===== config.mk =====
export PLATFORM = sky130hd
export DESIGN_NAME = sst_ram
export DESIGN_NICKNAME = d
export VERILOG_FILES = /design/src/rtl/sst_ram.sv
export SDC_FILE = /design/constraint.sdc
export NUM_CORES = 1
export LEC_CHECK = 0
export BUFFER_PORTS_ARGS = -buffer_cell sky130_fd_sc_hd__buf_2
export CAP_MARGIN = 40
export CORE_MARGIN = 2
export CORE_UTILIZATION = 55
export DETAILED_ROUTE_END_ITERATION = 6
export PLACE_DENSITY_LB_ADDON = 0.25
export SETUP_SLACK_MARGIN = 0.3
export SYNTH_ARGS = -nofsm -noshare
export SYNTH_HDL_FRONTEND = slang
export SYNTH_SLANG_ARGS = --single-unit

===== constraint.sdc =====
create_clock -name clock -period 2.9 [get_ports clock]
set_clock_uncertainty 0.2 [all_clocks]
set_input_delay 0.58 -clock clock [delete_from_list [all_inputs] [get_ports clock]]
set_output_delay 0.58 -clock clock [all_outputs]
set_load 0.01 [all_outputs]

===== src/rtl/sst_ram.sv =====
module sst_ram #(
   parameter int DEPTH = 64,
   parameter int WIDTH = 8
) (
   input  logic                     clock,
   input  logic                     wr_en,
   input  logic [$clog2(DEPTH)-1:0] wr_addr,
   input  logic [WIDTH-1:0]         wr_data,
   input  logic                     rd_en,
   input  logic [$clog2(DEPTH)-1:0] rd_addr,
   output logic [WIDTH-1:0]         rd_data
);

   logic [WIDTH-1:0] mem [DEPTH];
   logic [WIDTH-1:0] rd_data_ff;

   always_ff @(posedge clock) begin
      if (wr_en) begin
         mem[wr_addr] <= wr_data;
      end
      if (rd_en) begin
         rd_data_ff <= mem[rd_addr];
      end
   end

   assign rd_data = rd_data_ff;

endmodule


# Word level (Yosys, flattened, before mapping)
# Memories as Yosys holds them, arrays and structs flattened. A register that Yosys moved wholly into a read port is not among the register bits.
# Cells that the tools add are included.
# op_classes
n_mux	2
# op_table
operator	n
two-way mux 1 bit	2
# totals
reg_bits	0
ramBits	512
out_inout_bits	8
wordCells	3
mem_count	1
# mem_list
name	depth	width	read_ports	rd_ports_with_merged_regs	write_ports	line_no	rtl
mem	64	8	1	1	1	14	logic [WIDTH-1:0] mem [DEPTH];

# Depth between registers and ports, before layout
# Gate-level depths: netlist of the first run.
# logic_depth
depth_word	2
ltp_mapped	9
ltp_nobuf	5

# Worst setup path before layout of the first run
# OpenSTA, ideal clock, no wires.
# synth_timing
path_type	input to register
startpoint	input rd_addr[1]
endpoint	register rd_data_ff[3] (netlist: rd_data[3]) (read register of mem) (data pin)
setup_ps	266
arrival_time_ps	2120
required_ps	2434
path_slack_ps	314
path_stages	7
cell_sequence	buf_4 buf_2 buf_2 mux4_2 mux4_2 o21ai_1 o41ai_1
# synth_rtl
item	line_no	rtl
from (decl)	10	input logic [$clog2(DEPTH)-1:0] rd_addr,
to (decl)	15	logic [WIDTH-1:0] rd_data_ff;

==> results of run 1 <==
-- synthesized netlist by cell type (8+ instances only) --
| library cell | n | share of area |
|---|---|---|
| nand2_1 | 19 | 0.0035 |
| nor2b_1 | 14 | 0.0043 |
| buf_4 | 13 | 0.0048 |
| nor2_1 | 83 | 0.015 |
| edfxtp_1 | 520 | 0.77 |
| mux2_2 | 13 | 0.0072 |
| buf_2 | 11 | 0.0027 |
| mux2i_1 | 23 | 0.011 |
| o221ai_1 | 8 | 0.0035 |
| nand3_1 | 13 | 0.0032 |
| o22ai_1 | 8 | 0.0025 |
| mux4_2 | 126 | 0.14 |
| clkbuf_1 | 17 | 0.0032 |
-- flip-flops by register name, summed over array words and instances, names as in the netlist --
| register | cells |
|---|---|
| mem | 512 |
| rd_data | 8 |
-- final timing paths --
| kind | endpoint | slack [ns] | cells after the start |
|---|---|---|---|
| worst min register to register | rd_data[4] | 0.73 | 3 |
| worst min-delay path | mem[53][5] | 0.13 | 1 |
| worst max-delay path | rd_data[4] | 0.46 | 7 |
| worst max register to register | rd_data[4] | 0.55 | 5 |
-- metal layers --
layer	GRT usage	vias to the layer above	routed length, µm
met5	0	-	0
met4	0.0763	0	1190
met3	0.0406	90	3710
met2	0.376	469	21300
met1	0.344	5239	17700
li1	-	4275	-
-- worst max-delay path, stage by stage --
cell      delay [ns]
clkbuf_8        0.18
buf_12          0.20
mux4_2          0.53
mux2_2          0.29
o221a_2         0.29
nor3_1          0.32
o32ai_1         0.14
-- kinds of logic (layout without fill, tap and decap cells) --
family | Yosys count | count (layout)
and+or+nand+nor | 153 | 153
buffers and inverters | 51 | 257
muxes | 162 | 162
AOI/OAI and AO/OA | 54 | 54
DFF | 520 | 520
-- power by group --
group          switching [µW]  total, µW  internal [µW]
Sequential               24.3       8360           8330
Combinational             478        824            345
Clock                    2690       6510           3830
-- layout make-up --
cell class	count	area, µm²	share of cell area
repair buffers	169	1350	0.0572
flip-flops and latches	520	15600	0.665
clock buffers	58	1300	0.0554
clock inverters	30	335	0.0143
multi-input cells	369	4320	0.184
well taps	468	586	0.0249
-- through the flow --
step                      total power [µW]  worst slack (ns)  instance area, µm²
after global routing                 16100             0.413               23500
final                                15700             0.465               23500
after CTS                            15800             0.496               23500
after floorplan                       8950             0.314               20200
after global placement                9330            -0.101               21800
after detailed placement              9340            -0.110               21900
==> metrics.txt, run 1 <==
GRT Resource Usage Total=0.237; Worst Path Arrival=2.56 ns; Final period util=0.840; CTS tree=done; EDFF count, synth=520; initial antenna violation count=0; synthesized net count=963; crit path max fanout=18; WS Path Type=input port to flop; Detail Placement HPWL=27900 µm; # diodes=0; pin count of the biggest net entering global routing=65; GPL Wtd Cong=0.831; Final ANT Viol Nets=0; worst hold path type=input port to flop; Synth Warn #=0; post-synthesis xor/xnor area fraction=0; Synth Register Bits=520; Gates resized, CTS repair=0; complex-gate fraction of the synthesized area=0.0206; hold buffer count at cts=0; Clock transition at path regs=0.06 ns; share of cells above drive strength 1=0.332; Avg Inst Size Synth=21.5 µm²; placed cell count=1526; via-per-instance ratio=6.24; main combinational cell family by area after synthesis=multiplexers; final setup TNS=0 ns; Worst Tran Pin Value=0.802 ns; Core Area=0.0364 mm²; total wire length=43900 µm; first-pass GRT wire length=65200 µm; peak supply drop=0.534 mV; Primary FF master, synth=edfxtp_1; max_cap viols=0; Required @ worst endpoint=3.02 ns; DIE WIDTH=196 µm; I/O pin cnt=31; total number of vias=10.1k; # Post-CTS Setup Buffers=0; simple-gate share of the synthesized area=0.0337; I/O Buffers=30; number of fill cells=2421; Starting Density=0.556; Final Util=0.645; Mapped Cells=940; GRT Residual Overflow=0; Slew headroom=0.466; ys async rst share=0; multiplexer share of the synthesized area=0.159; CTS Buf Count=50; Final Hold Vio Count=0; WL/cell=27.2 µm; residual DRC count=0; P_leak=0.00765 µW; vias in the first global route=10.2k; clk sink count=520; Max Slew Vio Count=0; Startpoint Class=input port; clock tree root buffer cell=clkbuf_16; Row Count=70; reg2reg start=mem[16][4]; P per Cell Area=668 mW/mm²; 1st-iter DRT viols=1109; Setup Viol. Count Final=0; Highest Clock Rate=0.411 GHz; Mapped Area=0.0202 mm²; clock buffer depth=3; post-route insts no fill=1614; most common cell after layout, fill and taps aside=edfxtp_1; synthesis-to-layout area growth=16.1%; Skew-Pair Late Insertion Delay=0.59 ns; htree depth=2; Synth cell types=39; unrepaired setup endpoints after global routing=false; min Tclk post-route=2.44 ns; Die ar.=0.0384 mm²; CP Capture Type=flop; sequential-to-total area share from yosys stat=0.771; commonest cells after routing, fill and taps aside=edfxtp_1 (520), buf_4 (130), mux4_2 (126); outcome=finished, final reports clean; First-pass DRT Iterations=6; Die Height=196 µm; Hold Startpoint=wr_data[5]; Min Hold Slack=0.130 ns; area share of fa/ha/maj cells after synthesis=0; Final nets=1133; crit path launch=rd_addr[0]
Note: power is estimated with default switching activity, not from simulation.
==> run 2, diff against run 1 <==
Clock period 2.9 ns to 2.4 ns, I/O delays scaled along.
==> metrics.txt, run 2 (synthesis gave the netlist of run 1 again) <==
outcome=finished, final reports clean; htree depth=2 (unchanged); residual DRC count=0 (unchanged); vias in the first global route=10.5k (+3.4%); Final ANT Viol Nets=0 (unchanged); Min Hold Slack=0.0652 ns (-0.0652 ns); Starting Density=0.556 (unchanged); total number of vias=10.2k (+0.89%); most common cell after layout, fill and taps aside=edfxtp_1; Worst Path Arrival=2.34 ns (-0.22 ns); share of cells above drive strength 1=0.386 (+0.0537); 1st-iter DRT viols=1081 (-2.5%); Crit path max-delay family=multiplexers; synthesis-to-layout area growth=19.2%; final setup TNS=0 ns (unchanged); hold buffer count at cts=0 (unchanged); via-per-instance ratio=6.09 (-2.4%); Pint=15200 µW (+22%); first-pass GRT wire length=68800 µm (+5.6%); Core Area=0.0364 mm² (unchanged); peak supply drop=0.784 mV (+47%); clk sink count=520 (unchanged); Final period util=0.919; switching part of the total=0.208 (+0.00523); Skew-Pair Late Insertion Delay=0.59 ns (about the same); Die ar.=0.0384 mm² (unchanged); crit path max fanout=1 (-17); crit path cell chain=mux4_2, mux4_2, nor2_4, nor3_2, o2bb2ai_1; P per Cell Area=796 mW/mm² (+19%); net switching power=4000 µW (+26%); I/O Buffers=30 (unchanged); clock buffer depth=3 (unchanged); GRT Resource Usage Total=0.252 (+0.0146); Final nets=1179 (+4.1%); DP Area=0.0222 mm² (+1.7%); total wire length=46300 µm (+5.4%); commonest cells after routing, fill and taps aside=edfxtp_1 (520), buf_4 (169), mux4_2 (126); GPL Wtd Cong=0.828 (-0.30%); DIE WIDTH=196 µm (unchanged); Row Count=70 (unchanged); Highest Clock Rate=0.453 GHz; max_cap viols=0 (unchanged); clock tree root buffer cell=clkbuf_16; final instance area=0.0241 mm² (+2.7%); Detail Placement HPWL=29500 µm (+5.7%); worst hold path type=input port to flop; WL/cell=27.7 µm (+2.0%); Max Slew Vio Count=0 (unchanged); Required @ worst endpoint=2.54 ns (-0.48 ns); First-pass DRT Iterations=5 (-1); post-route insts no fill=1668 (+3.3%); clock power share=0.415 (about the same); P_leak=0.00797 µW (+4.2%); CP Capture Type=flop; slowest cell on the critical path=mux4_2; Setup Viol. Count Final=0 (unchanged); max FFs per register=512 (unchanged); GRT Residual Overflow=0 (unchanged); Worst Tran Pin Value=0.769 ns (-0.0329 ns); Die Height=196 µm (unchanged); Reg power frac=0.526 (-0.007); initial antenna violation count=1 (+1); pin count of the biggest net entering global routing=65 (unchanged); CTS tree=done; WS Path Type=flop to flop; I/O pin cnt=31 (unchanged); Slew headroom=0.487 (+0.0219); Top reg by flops=mem; combinational share of power=0.059 (+0.007); unrepaired setup endpoints after global routing=true; CP peak stage delay=0.55 ns (+0.02 ns); Startpoint Class=flop; Final Hold Vio Count=0 (unchanged); Clock transition at path regs=0.07 ns (about the same); total power=19200 µW (+22%); Top cell by count, worst path=mux4_2; min Tclk post-route=2.21 ns; CTS Buf Count=52 (+4.0%); Worst Path Buf+Inv=0 (-2); placed cell count=1567 (+2.7%)
==> run 2: cell count changes in the layout (fill, tap and decap cells not counted), sizes merged <==
| cell | before | now |
|---|---|---|
| buf | 168 | 212 |
| clkbuf | 59 | 63 |
| diode | 0 | 1 |
| clkinvlp | 3 | 0 |
| inv | 2 | 1 |
| bufinv | 7 | 5 |
| clkinv | 18 | 29 |
==> run 2: routing by layer <==
layer	global-route usage	vias to the layer above	routed length, µm
met5	0	-	0
met4	0.0870	0	1250
met3	0.0533	74	3910
met2	0.404	421	22900
met1	0.351	5294	18200
li1	-	4374	-
==> run 2: layout make-up <==
cell class | instances | area (µm²)
clock inverters | 35 | 308
clock buffers | 62 | 1380
well taps | 468 | 586
flip-flops and latches | 520 | 15600
multi-input cells | 369 | 4510
repair buffers | 213 | 1720
diodes | 1 | 2.50
fillers | 2366 | 12300
==> run 2: power by group through the flow <==
stage | Clock [µW] | Combinational (µW) | Sequential [µW]
after detailed placement | 0 | 1080 | 10300
after CTS | 8090 | 1120 | 10100
after global routing | 8420 | 1200 | 10100
after floorplan | 0 | 545 | 10300
after global placement | 0 | 1050 | 10300
final | 7970 | 1130 | 10100
==> run 2: worst paths after layout <==
kind | from | endpoint | slack, ns | cells after the start
max | mem[7][2] | rd_data[2] | 0.19 | 5
min | rd_en | rd_data[6] | 0.07 | 1
max reg2reg | mem[7][2] | rd_data[2] | 0.19 | 5
min reg2reg | mem[22][0] | rd_data[0] | 0.68 | 4
==> run 2: worst reg2reg max path, cell delays in order, from the launching register on <==
cell	delay [ns]
edfxtp_1	0.36
mux4_2	0.53
mux4_2	0.55
nor2_4	0.13
nor3_2	0.05
o2bb2ai_1	0.13
==> run 2: repair_timing <==
action / 4_1_cts / 5_1_grt
gates resized for setup: 24 / 13
hold endpoints to repair: 0 / 0
pin swaps: 6 / 5
buffers inserted: 0 / 3
setup endpoints to repair: 8 / 8
==> run 2: per-stage QoR <==
stage           util  worst slack, ns
4_1_cts        0.660            0.179
5_1_grt        0.662            0.147
3_5_place_dp   0.610           -0.577
3_3_place_gp   0.609           -0.610
2_1_floorplan      -           0.0347
6_report       0.662            0.194
